File: config.mk
export PLATFORM = sky130hd
export DESIGN_NAME = stepper_microstep_positioner_core_flat
export DESIGN_NICKNAME = d
export VERILOG_FILES = /design/src/hdl/smp_pkg.sv /design/src/hdl/smp_in_if.sv /design/src/hdl/smp_out_if.sv /design/src/hdl/stepper_microstep_positioner_core.sv /design/src/flat_wrapper.sv
export SDC_FILE = /design/constraint.sdc
export NUM_CORES = 1
export LEC_CHECK = 0
export ABC_CLOCK_PERIOD_IN_PS = 6400
export BUFFER_PORTS_ARGS = -buffer_cell sky130_fd_sc_hd__clkbuf_2
export CORE_UTILIZATION = 60
export DETAILED_ROUTE_END_ITERATION = 8
export GPL_ROUTABILITY_DRIVEN = 0
export PLACE_DENSITY_LB_ADDON = 0.1
export SYNTH_ARGS = -nofsm -noshare
export SYNTH_HDL_FRONTEND = slang
export SYNTH_SLANG_ARGS = --single-unit
File: constraint.sdc
create_clock -name clk_i -period 6.4 [get_ports clk_i]
set_input_delay 0.64 -clock clk_i [delete_from_list [all_inputs] [get_ports clk_i]]
set_output_delay 0.64 -clock clk_i [all_outputs]
set_load 0.02 [all_outputs]
File: src/hdl/smp_pkg.sv
package smp_pkg;

  // Fixed field widths of the item channels.
  localparam int unsigned ActionWidth   = 3;
  localparam int unsigned TargetWidth   = 13;
  localparam int unsigned DirReqWidth   = 8;
  localparam int unsigned DivReqWidth   = 8;
  localparam int unsigned PositionWidth = 16;
  localparam int unsigned ReplyWidth    = 4;

  // Action codes carried by an input item.
  typedef enum logic [ActionWidth-1:0] {
    ACT_TICK      = 3'd0,
    ACT_MOVE_TO   = 3'd1,
    ACT_SINGLE    = 3'd2,
    ACT_SET_DIR   = 3'd3,
    ACT_SET_DIV   = 3'd4,
    ACT_ZERO      = 3'd5
  } action_e;

  // Direction request encodings.
  localparam logic [DirReqWidth-1:0] DirReqBackward = 8'h01;
  localparam logic [DirReqWidth-1:0] DirReqForward  = 8'hFF;

  // Replies to a set_direction item.
  localparam logic [ReplyWidth-1:0] ReplyBackward = 4'd0;
  localparam logic [ReplyWidth-1:0] ReplyForward  = 4'd1;
  localparam logic [ReplyWidth-1:0] ReplyInvalid  = 4'd2;

  // Divider codes: the divider is 1 << code, the step size 8 >> code.
  typedef logic [1:0] div_code_t;
  localparam div_code_t DivCode1 = 2'd0;
  localparam div_code_t DivCode2 = 2'd1;
  localparam div_code_t DivCode4 = 2'd2;
  localparam div_code_t DivCode8 = 2'd3;

endpackage

File: src/hdl/smp_in_if.sv
interface smp_in_if;
  import smp_pkg::*;

  logic                          valid;
  logic                          ready;
  logic [ActionWidth-1:0]        action;
  logic [TargetWidth-1:0]        target_full_steps;
  logic signed [DirReqWidth-1:0] direction_request;
  logic [DivReqWidth-1:0]        divider_request;

  modport source (
    output valid, action, target_full_steps, direction_request, divider_request,
    input  ready
  );

  modport sink (
    input  valid, action, target_full_steps, direction_request, divider_request,
    output ready
  );

endinterface

File: src/hdl/smp_out_if.sv
interface smp_out_if;
  import smp_pkg::*;

  logic                     valid;
  logic                     ready;
  logic [PositionWidth-1:0] position;
  logic                     step_pin;
  logic                     dir_pin;
  logic                     ms1_pin;
  logic                     ms2_pin;
  logic                     ms3_pin;
  logic                     moving;
  logic [ReplyWidth-1:0]    reply;

  modport source (
    output valid, position, step_pin, dir_pin, ms1_pin, ms2_pin, ms3_pin, moving, reply,
    input  ready
  );

  modport sink (
    input  valid, position, step_pin, dir_pin, ms1_pin, ms2_pin, ms3_pin, moving, reply,
    output ready
  );

endinterface

File: src/hdl/stepper_microstep_positioner_core.sv
// The result of an item is valid in the cycle after it is accepted. Throughput: one item
// per cycle while the sink takes each result. The state update is a single add or subtract
// and a few compares in front of the result register, which decouples the two channels.
// Reset (asynchronous, active low) clears the position, target and move flag, selects
// divide by one with ms1 high, sets the direction pin high and empties the result register.
module stepper_microstep_positioner_core #(
  parameter int unsigned POSITION_WIDTH = 16
) (
  input  logic clk_i,
  input  logic rst_ni,
  smp_in_if.sink    in_chan,
  smp_out_if.source out_chan
);
  import smp_pkg::*;

  localparam int unsigned PW = POSITION_WIDTH;

  // Motor state.
  logic [PW-1:0] pos_q, pos_d;
  logic [PW-1:0] target_q, target_d;
  logic          dir_neg_q, dir_neg_d;
  div_code_t     code_q, code_d;
  logic          move_q, move_d;
  logic          step_q, step_d;
  logic          dir_q, dir_d;
  logic          ms1_q, ms1_d;
  logic          ms2_q, ms2_d;

  // Result register.
  logic                     out_valid_q;
  logic [PositionWidth-1:0] out_pos_q;
  logic                     out_step_q;
  logic                     out_dir_q;
  logic                     out_ms1_q;
  logic                     out_ms2_q;
  logic                     out_move_q;
  logic [ReplyWidth-1:0]    out_reply_q;

  logic                  accept;
  logic [PW-1:0]         tgt_scaled;
  logic [PW-1:0]         remaining;
  div_code_t             move_code;
  div_code_t             step_code;
  logic                  do_step;
  logic [PW-1:0]         step_amount;
  logic [PW-1:0]         stepped_pos;
  div_code_t             req_code;
  logic [ReplyWidth-1:0] reply_d;

  // The input side is free whenever the result register is empty or being drained.
  assign in_chan.ready = !out_valid_q || out_chan.ready;
  assign accept        = in_chan.valid && in_chan.ready;

  // Target in eighth-steps, wrapped to the position width.
  assign tgt_scaled = PW'({in_chan.target_full_steps, 3'b000});

  // Remaining distance of the active move, measured along the direction of travel.
  assign remaining = dir_neg_q ? (pos_q - target_q) : (target_q - pos_q);

  // Divider picked from the remaining distance: finer steps near the target.
  always_comb begin
    move_code = DivCode1;
    if (remaining < PW'(8)) move_code = DivCode2;
    if (remaining < PW'(4)) move_code = DivCode4;
    if (remaining < PW'(2)) move_code = DivCode8;
  end

  // Requested divider from a set_divider item; unknown values fall back to one.
  always_comb begin
    case (in_chan.divider_request)
      8'd2:    req_code = DivCode2;
      8'd4:    req_code = DivCode4;
      8'd8:    req_code = DivCode8;
      default: req_code = DivCode1;
    endcase
  end

  // One step moves the position by 8 >> code eighth-steps in the current direction.
  assign step_code   = move_q ? move_code : code_q;
  assign step_amount = PW'(4'd8 >> step_code);
  assign stepped_pos = dir_neg_q ? (pos_q - step_amount) : (pos_q + step_amount);

  // Next state for the accepted item.
  always_comb begin
    pos_d    = pos_q;
    target_d = target_q;
    dir_neg_d = dir_neg_q;
    code_d   = code_q;
    move_d   = move_q;
    step_d   = step_q;
    dir_d    = dir_q;
    ms1_d    = ms1_q;
    ms2_d    = ms2_q;
    reply_d  = '0;
    do_step  = 1'b0;

    if (move_q) begin
      // While a move runs only ticks count; they step and re-pick the divider.
      if (in_chan.action == ACT_TICK) begin
        code_d  = move_code;
        ms1_d   = move_code[0];
        ms2_d   = move_code[1];
        do_step = 1'b1;
        if (stepped_pos == target_q) begin
          move_d = 1'b0;
        end
      end
    end else begin
      case (in_chan.action)
        ACT_MOVE_TO: begin
          target_d = tgt_scaled;
          if (pos_q < tgt_scaled) begin
            dir_neg_d = 1'b0;
            dir_d     = 1'b0;
            move_d    = 1'b1;
          end else if (pos_q > tgt_scaled) begin
            dir_neg_d = 1'b1;
            dir_d     = 1'b1;
            move_d    = 1'b1;
          end
        end
        ACT_SINGLE: begin
          do_step = 1'b1;
        end
        ACT_SET_DIR: begin
          if (in_chan.direction_request == DirReqBackward) begin
            dir_neg_d = 1'b0;
            dir_d     = 1'b0;
            reply_d   = ReplyBackward;
          end else if (in_chan.direction_request == DirReqForward) begin
            dir_neg_d = 1'b1;
            dir_d     = 1'b1;
            reply_d   = ReplyForward;
          end else begin
            dir_neg_d = 1'b0;
            dir_d     = 1'b0;
            reply_d   = ReplyInvalid;
          end
        end
        ACT_SET_DIV: begin
          code_d  = req_code;
          ms1_d   = req_code[0];
          ms2_d   = req_code[1];
          reply_d = ReplyWidth'(4'd1 << req_code);
        end
        ACT_ZERO: begin
          pos_d = '0;
        end
        default: begin
        end
      endcase
    end

    if (do_step) begin
      step_d = !step_q;
      pos_d  = stepped_pos;
    end
  end

  // State registers update only on an accepted item.
  always_ff @(posedge clk_i or negedge rst_ni) begin
    if (!rst_ni) begin
      pos_q     <= '0;
      target_q  <= '0;
      dir_neg_q <= 1'b0;
      code_q    <= DivCode1;
      move_q    <= 1'b0;
      step_q    <= 1'b0;
      dir_q     <= 1'b1;
      ms1_q     <= 1'b1;
      ms2_q     <= 1'b0;
    end else if (accept) begin
      pos_q     <= pos_d;
      target_q  <= target_d;
      dir_neg_q <= dir_neg_d;
      code_q    <= code_d;
      move_q    <= move_d;
      step_q    <= step_d;
      dir_q     <= dir_d;
      ms1_q     <= ms1_d;
      ms2_q     <= ms2_d;
    end
  end

  // Result valid flag: set by an accepted item, cleared when the sink takes the result.
  always_ff @(posedge clk_i or negedge rst_ni) begin
    if (!rst_ni) begin
      out_valid_q <= 1'b0;
    end else if (accept) begin
      out_valid_q <= 1'b1;
    end else if (out_chan.ready) begin
      out_valid_q <= 1'b0;
    end
  end

  // Result payload holds the state left by the item.
  always_ff @(posedge clk_i) begin
    if (accept) begin
      out_pos_q   <= PositionWidth'(pos_d);
      out_step_q  <= step_d;
      out_dir_q   <= dir_d;
      out_ms1_q   <= ms1_d;
      out_ms2_q   <= ms2_d;
      out_move_q  <= move_d;
      out_reply_q <= reply_d;
    end
  end

  assign out_chan.valid    = out_valid_q;
  assign out_chan.position = out_pos_q;
  assign out_chan.step_pin = out_step_q;
  assign out_chan.dir_pin  = out_dir_q;
  assign out_chan.ms1_pin  = out_ms1_q;
  assign out_chan.ms2_pin  = out_ms2_q;
  assign out_chan.ms3_pin  = 1'b0;
  assign out_chan.moving   = out_move_q;
  assign out_chan.reply    = out_reply_q;

  // A non-tick item during a move must leave the position alone.
  assert property (@(posedge clk_i) disable iff (!rst_ni)
    (accept && move_q && in_chan.action != ACT_TICK) |=> (pos_q == $past(pos_q)))
    else $error("position changed by an item ignored during a move");

  // A move_to to a different position while idle starts a move.
  assert property (@(posedge clk_i) disable iff (!rst_ni)
    (accept && !move_q && in_chan.action == ACT_MOVE_TO && tgt_scaled != pos_q) |=> move_q)
    else $error("move_to did not start a move");

  // A move is only in progress while the target is still ahead.
  assert property (@(posedge clk_i) disable iff (!rst_ni)
    move_q |-> (pos_q != target_q))
    else $error("move still active on the target");

  // During a move the direction pin agrees with the direction of travel.
  assert property (@(posedge clk_i) disable iff (!rst_ni)
    move_q |-> (dir_q == dir_neg_q))
    else $error("direction pin disagrees with direction of travel");

  // Every accepted item leaves a result in the result register.
  assert property (@(posedge clk_i) disable iff (!rst_ni)
    accept |=> out_valid_q)
    else $error("accepted item produced no result");

endmodule

File: src/flat_wrapper.sv
// flat-port wrapper written by rule: the top's interface ports become plain ports
module stepper_microstep_positioner_core_flat import smp_pkg::*;
#(
  parameter int unsigned POSITION_WIDTH = 16
)
  (clk_i, rst_ni, in_chan_valid, in_chan_action, in_chan_target_full_steps, in_chan_direction_request, in_chan_divider_request, in_chan_ready, out_chan_valid, out_chan_position, out_chan_step_pin, out_chan_dir_pin, out_chan_ms1_pin, out_chan_ms2_pin, out_chan_ms3_pin, out_chan_moving, out_chan_reply, out_chan_ready);
  smp_in_if in_chan_i ();
  smp_out_if out_chan_i ();
  input  logic clk_i;
  input  logic rst_ni;
  input wire logic [$bits(in_chan_i.valid)-1:0] in_chan_valid;
  input wire logic [$bits(in_chan_i.action)-1:0] in_chan_action;
  input wire logic [$bits(in_chan_i.target_full_steps)-1:0] in_chan_target_full_steps;
  input wire logic [$bits(in_chan_i.direction_request)-1:0] in_chan_direction_request;
  input wire logic [$bits(in_chan_i.divider_request)-1:0] in_chan_divider_request;
  output wire logic [$bits(in_chan_i.ready)-1:0] in_chan_ready;
  output wire logic [$bits(out_chan_i.valid)-1:0] out_chan_valid;
  output wire logic [$bits(out_chan_i.position)-1:0] out_chan_position;
  output wire logic [$bits(out_chan_i.step_pin)-1:0] out_chan_step_pin;
  output wire logic [$bits(out_chan_i.dir_pin)-1:0] out_chan_dir_pin;
  output wire logic [$bits(out_chan_i.ms1_pin)-1:0] out_chan_ms1_pin;
  output wire logic [$bits(out_chan_i.ms2_pin)-1:0] out_chan_ms2_pin;
  output wire logic [$bits(out_chan_i.ms3_pin)-1:0] out_chan_ms3_pin;
  output wire logic [$bits(out_chan_i.moving)-1:0] out_chan_moving;
  output wire logic [$bits(out_chan_i.reply)-1:0] out_chan_reply;
  input wire logic [$bits(out_chan_i.ready)-1:0] out_chan_ready;
  assign in_chan_i.valid = in_chan_valid;
  assign in_chan_i.action = in_chan_action;
  assign in_chan_i.target_full_steps = in_chan_target_full_steps;
  assign in_chan_i.direction_request = in_chan_direction_request;
  assign in_chan_i.divider_request = in_chan_divider_request;
  assign in_chan_ready = in_chan_i.ready;
  assign out_chan_valid = out_chan_i.valid;
  assign out_chan_position = out_chan_i.position;
  assign out_chan_step_pin = out_chan_i.step_pin;
  assign out_chan_dir_pin = out_chan_i.dir_pin;
  assign out_chan_ms1_pin = out_chan_i.ms1_pin;
  assign out_chan_ms2_pin = out_chan_i.ms2_pin;
  assign out_chan_ms3_pin = out_chan_i.ms3_pin;
  assign out_chan_moving = out_chan_i.moving;
  assign out_chan_reply = out_chan_i.reply;
  assign out_chan_i.ready = out_chan_ready;
  stepper_microstep_positioner_core #(.POSITION_WIDTH(POSITION_WIDTH)) u_core (.clk_i(clk_i), .rst_ni(rst_ni), .in_chan(in_chan_i), .out_chan(out_chan_i));
endmodule
==> results.json <==
{
  "path_max_fanout": 11,
  "p_int_w": 0.00154,
  "start_util_pct": 63.1,
  "syn_area_um2": 5580,
  "cts_max_level": 3,
  "num_antenna_cells": 0,
  "crit_path_start_kind": "flip-flop",
  "peakVddDrop_uv": 211,
  "critPathArrivalTime_ns": 5.87,
  "setup_tns_ns": 0,
  "dieArea_um2": 9700,
  "grt_pass1_wl_um": 23800,
  "worstSetupPathType": "flip-flop to flip-flop",
  "cts_tree": "yes",
  "finalSetupViolCount": 0,
  "final.min_clock_period_ns": 5.75,
  "path_clk_slew_ns": 0.09,
  "synth_top_area_share_pct": 16.1,
  "maxSlewViolCount": 0,
  "root_buffer": "clkbuf_8",
  "whs_ns": 0.465,
  "antenna_found_initial": 0,
  "power_w": 0.00294,
  "async_flop_share_pct": 60.3,
  "coreArea_um2": 8850,
  "wl_met2_um": 6840,
  "fin_crit_sh_pct": 89.9,
  "run_status": "complete, but fails checks",
  "ios": 64,
  "clk_path_buf_depth": 2,
  "port_buffers": 62,
  "end_kind": "flip-flop",
  "wirelength_um": 14900,
  "synthToLayoutAreaGrowth_pct": 9.88,
  "ys_ff_latch": 63,
  "clock_power_share_pct": 14.2,
  "nNetsFinal": 781,
  "failed_checks": "DRC",
  "ys_warn_count": 0,
  "ys_top_cells_by_area": "dfrtp_1 (16%), edfxtp_1 (13%), ha_1 (12%), o21ai_0 (5.3%), nand2_1 (4.1%)",
  "power.density_nw_per_um2": 479,
  "maxUsedRoutingLayer": "met4",
  "relSlewSlack_pct": 27.5,
  "avgSynthCellArea_um2": 8.64,
  "yosysMostFrequentCell": "nand2_1",
  "wire_per_inst_um": 18.6,
  "route.met3.wl_um": 1210,
  "numCtsBuffers": 9,
  "drc": 1,
  "firstDrtPassIters": 7,
  "setup_slack_ns": 0.649,
  "postSynthCellCount": 646,
  "finalHoldViolCount": 0,
  "rsz0062_at_grt": "no",
  "insertion_delay_ns": 0.37,
  "yosys.cell_types.count": 83,
  "fp-row-count": 34,
  "dieWidth_um": 98.5,
  "hpwlAfterDp_um": 10900,
  "vias": 5174,
  "synth_area_leader_cell": "dfrtp_1",
  "fmax_mhz": 174,
  "grt_pass1_vias": 4844,
  "avgViaCountPerCell": 6.44,
  "synth_edf_count": 25,
  "met1_length_um": 6210,
  "die_height_um": 98.5,
  "leakagePower_nw": 2.86,
  "grt_max_degree": 59,
  "cap_violations": 0,
  "ys_seq_area_share_pct": 30.5,
  "hp-class": "input port to async pin",
  "track_usage_pct": 31.6,
  "tightestPinTransition_ns": 1.08,
  "netSwitchingPower_w": 0.00140,
  "cts.repair.resized": 0,
  "final_layout_size_suffix_gt1_share_pct": 15.4,
  "nFillCells": 707,
  "synth_common_cells": "nand2_1 (61), o21ai_0 (59), ha_1 (53), inv_1 (47), a21oi_1 (37)",
  "antenna_left": 0,
  "swShare_pct": 47.6,
  "preCtsSetupSlack_ns": 0.588,
  "syn-num-nets": 737,
  "clock_sinks": 63,
  "clock_skew_ns": 0.0142,
  "cts_hold_buf": 0,
  "seqPwrFrac_pct": 23.2,
  "cp.required_ns": 6.52,
  "synth-main-ff-cell": "dfrtp_1",
  "grt_remaining_overflow": 0,
  "combPwrFrac_pct": 62.6,
  "first_iter_violations": 352
}
cell usage in the layout, fill, tap and decap left out, types with 5 or more instances in the layout:
cell type,n
and2_1,7
inv_1,47
dfrtp_1,36
nand2b_1,12
mux2_2,5
a211oi_1,7
a21o_1,18
nor2_1,36
nand4_1,11
nor3_1,15
o21a_1,7
nand2_1,61
or3_1,7
o21ai_0,59
nand3_1,25
a31oi_1,5
xor2_1,16
mux2i_1,5
ha_1,53
xnor2_1,23
clkbuf_8,10
a21oi_1,37
edfxtp_1,25
clkbuf_2,62
nor2b_1,6
critical path, cell delays in order, from the launching register on:
cell,delay (ns)
dfrtp_1,0.45
inv_1,0.07
ha_1,0.42
a21oi_1,0.28
o21bai_1,0.10
a2111o_1,0.44
nor3_1,0.19
a21oi_1,0.07
and4_1,0.21
nand4b_1,0.10
buf_4,0.19
nor2_1,0.07
o211a_1,0.25
ha_1,0.22
fa_1,0.51
and3_1,0.15
nand3_1,0.12
nor3_1,0.24
nand4_1,0.11
a311o_1,0.29
or4_1,0.45
nand4bb_1,0.22
nor4_2,0.29
nor2_1,0.07
final timing paths:
check	from	end	cells after the start	slack [ns]
min in group clk_i	in_chan_valid	u_core.out_chan.valid	2	0.48
max	u_core.target_q[12]	u_core.out_chan.moving	23	0.65
min reg2reg	u_core.step_q	u_core.step_q	1	0.50
max in group asynchronous	rst_ni	u_core.pos_q[13]	1	5.28
max reg2reg	u_core.target_q[12]	u_core.out_chan.moving	23	0.65
min	rst_ni	u_core.target_q[5]	1	0.46
repair_timing:
item / 4_1_cts / 5_1_grt
endpoints found under the setup margin: 0 / 1
hold endpoints to repair: 0 / 0
buffers inserted: 0 / 1
per-stage QoR:
step / instance area [um^2] / std cells / utilization, %
detailed placement: 5900 / 786 / 66.7
global placement: 5900 / 786 / 66.7
global route: 6140 / 803 / 69.3
finish: 6140 / 803 / 69.3
CTS: 6130 / 802 / 69.3
floorplan: 5580 / 646 / -
metal layers:
| layer | up-vias | GRT usage (%) |
|---|---|---|
| met3 | 56 | 5.60 |
| met2 | 261 | 50.5 |
| met4 | 0 | 17.1 |
| met1 | 2450 | 41.0 |
| li1 | 2407 | - |
| met5 | - | 0 |
power by group through the flow:
stage	clock [W]	sequential [W]	combinational, W
floorplan	0	0.000671	0.00138
global placement	0	0.000679	0.00175
detailed placement	0	0.000684	0.00178
CTS	0.000420	0.000677	0.00179
global route	0.000431	0.000693	0.00201
finish	0.000418	0.000680	0.00184
registers in the layout, summed over array words and instances, names as in the netlist:
register	flops
u_core.code_q	2
u_core.dir_neg_q	1
u_core.dir_q	1
u_core.move_q	1
u_core.ms1_q	1
u_core.ms2_q	1
u_core.out_chan.dir_pin	1
u_core.out_chan.moving	1
u_core.out_chan.ms1_pin	1
u_core.out_chan.ms2_pin	1
u_core.out_chan.position	16
u_core.out_chan.reply	4
u_core.out_chan.step_pin	1
u_core.out_chan.valid	1
u_core.pos_q	16
u_core.step_q	1
u_core.target_q	13
logic make-up after synthesis:
| logic type | after synthesis | share of synthesized area [%] |
|---|---|---|
| AND/OR/NAND/NOR | 204 | 18.5 |
| AO/OA/AOI/OAI | 188 | 22.7 |
| buffers and inverters | 82 | 6.05 |
| flip-flops | 63 | 30.5 |
| adder cells (fa/ha/maj) | 55 | 12.6 |
| XOR/XNOR | 43 | 7.73 |
| multiplexers | 10 | 1.90 |
| other | 1 | 0.0672 |
final cells by class:
cell class / instances / area [um^2] / area share, %
clock buffers: 10 / 138 / 2.24
clock inverters: 6 / 92.6 / 1.51
inverters: 49 / 184 / 3.00
multi-input cells: 501 / 3540 / 57.7
flip-flops and latches: 63 / 1700 / 27.8
well taps: 108 / 135 / 2.20
repair buffers: 66 / 340 / 5.55
Note: power is estimated with default switching activity, not from simulation.
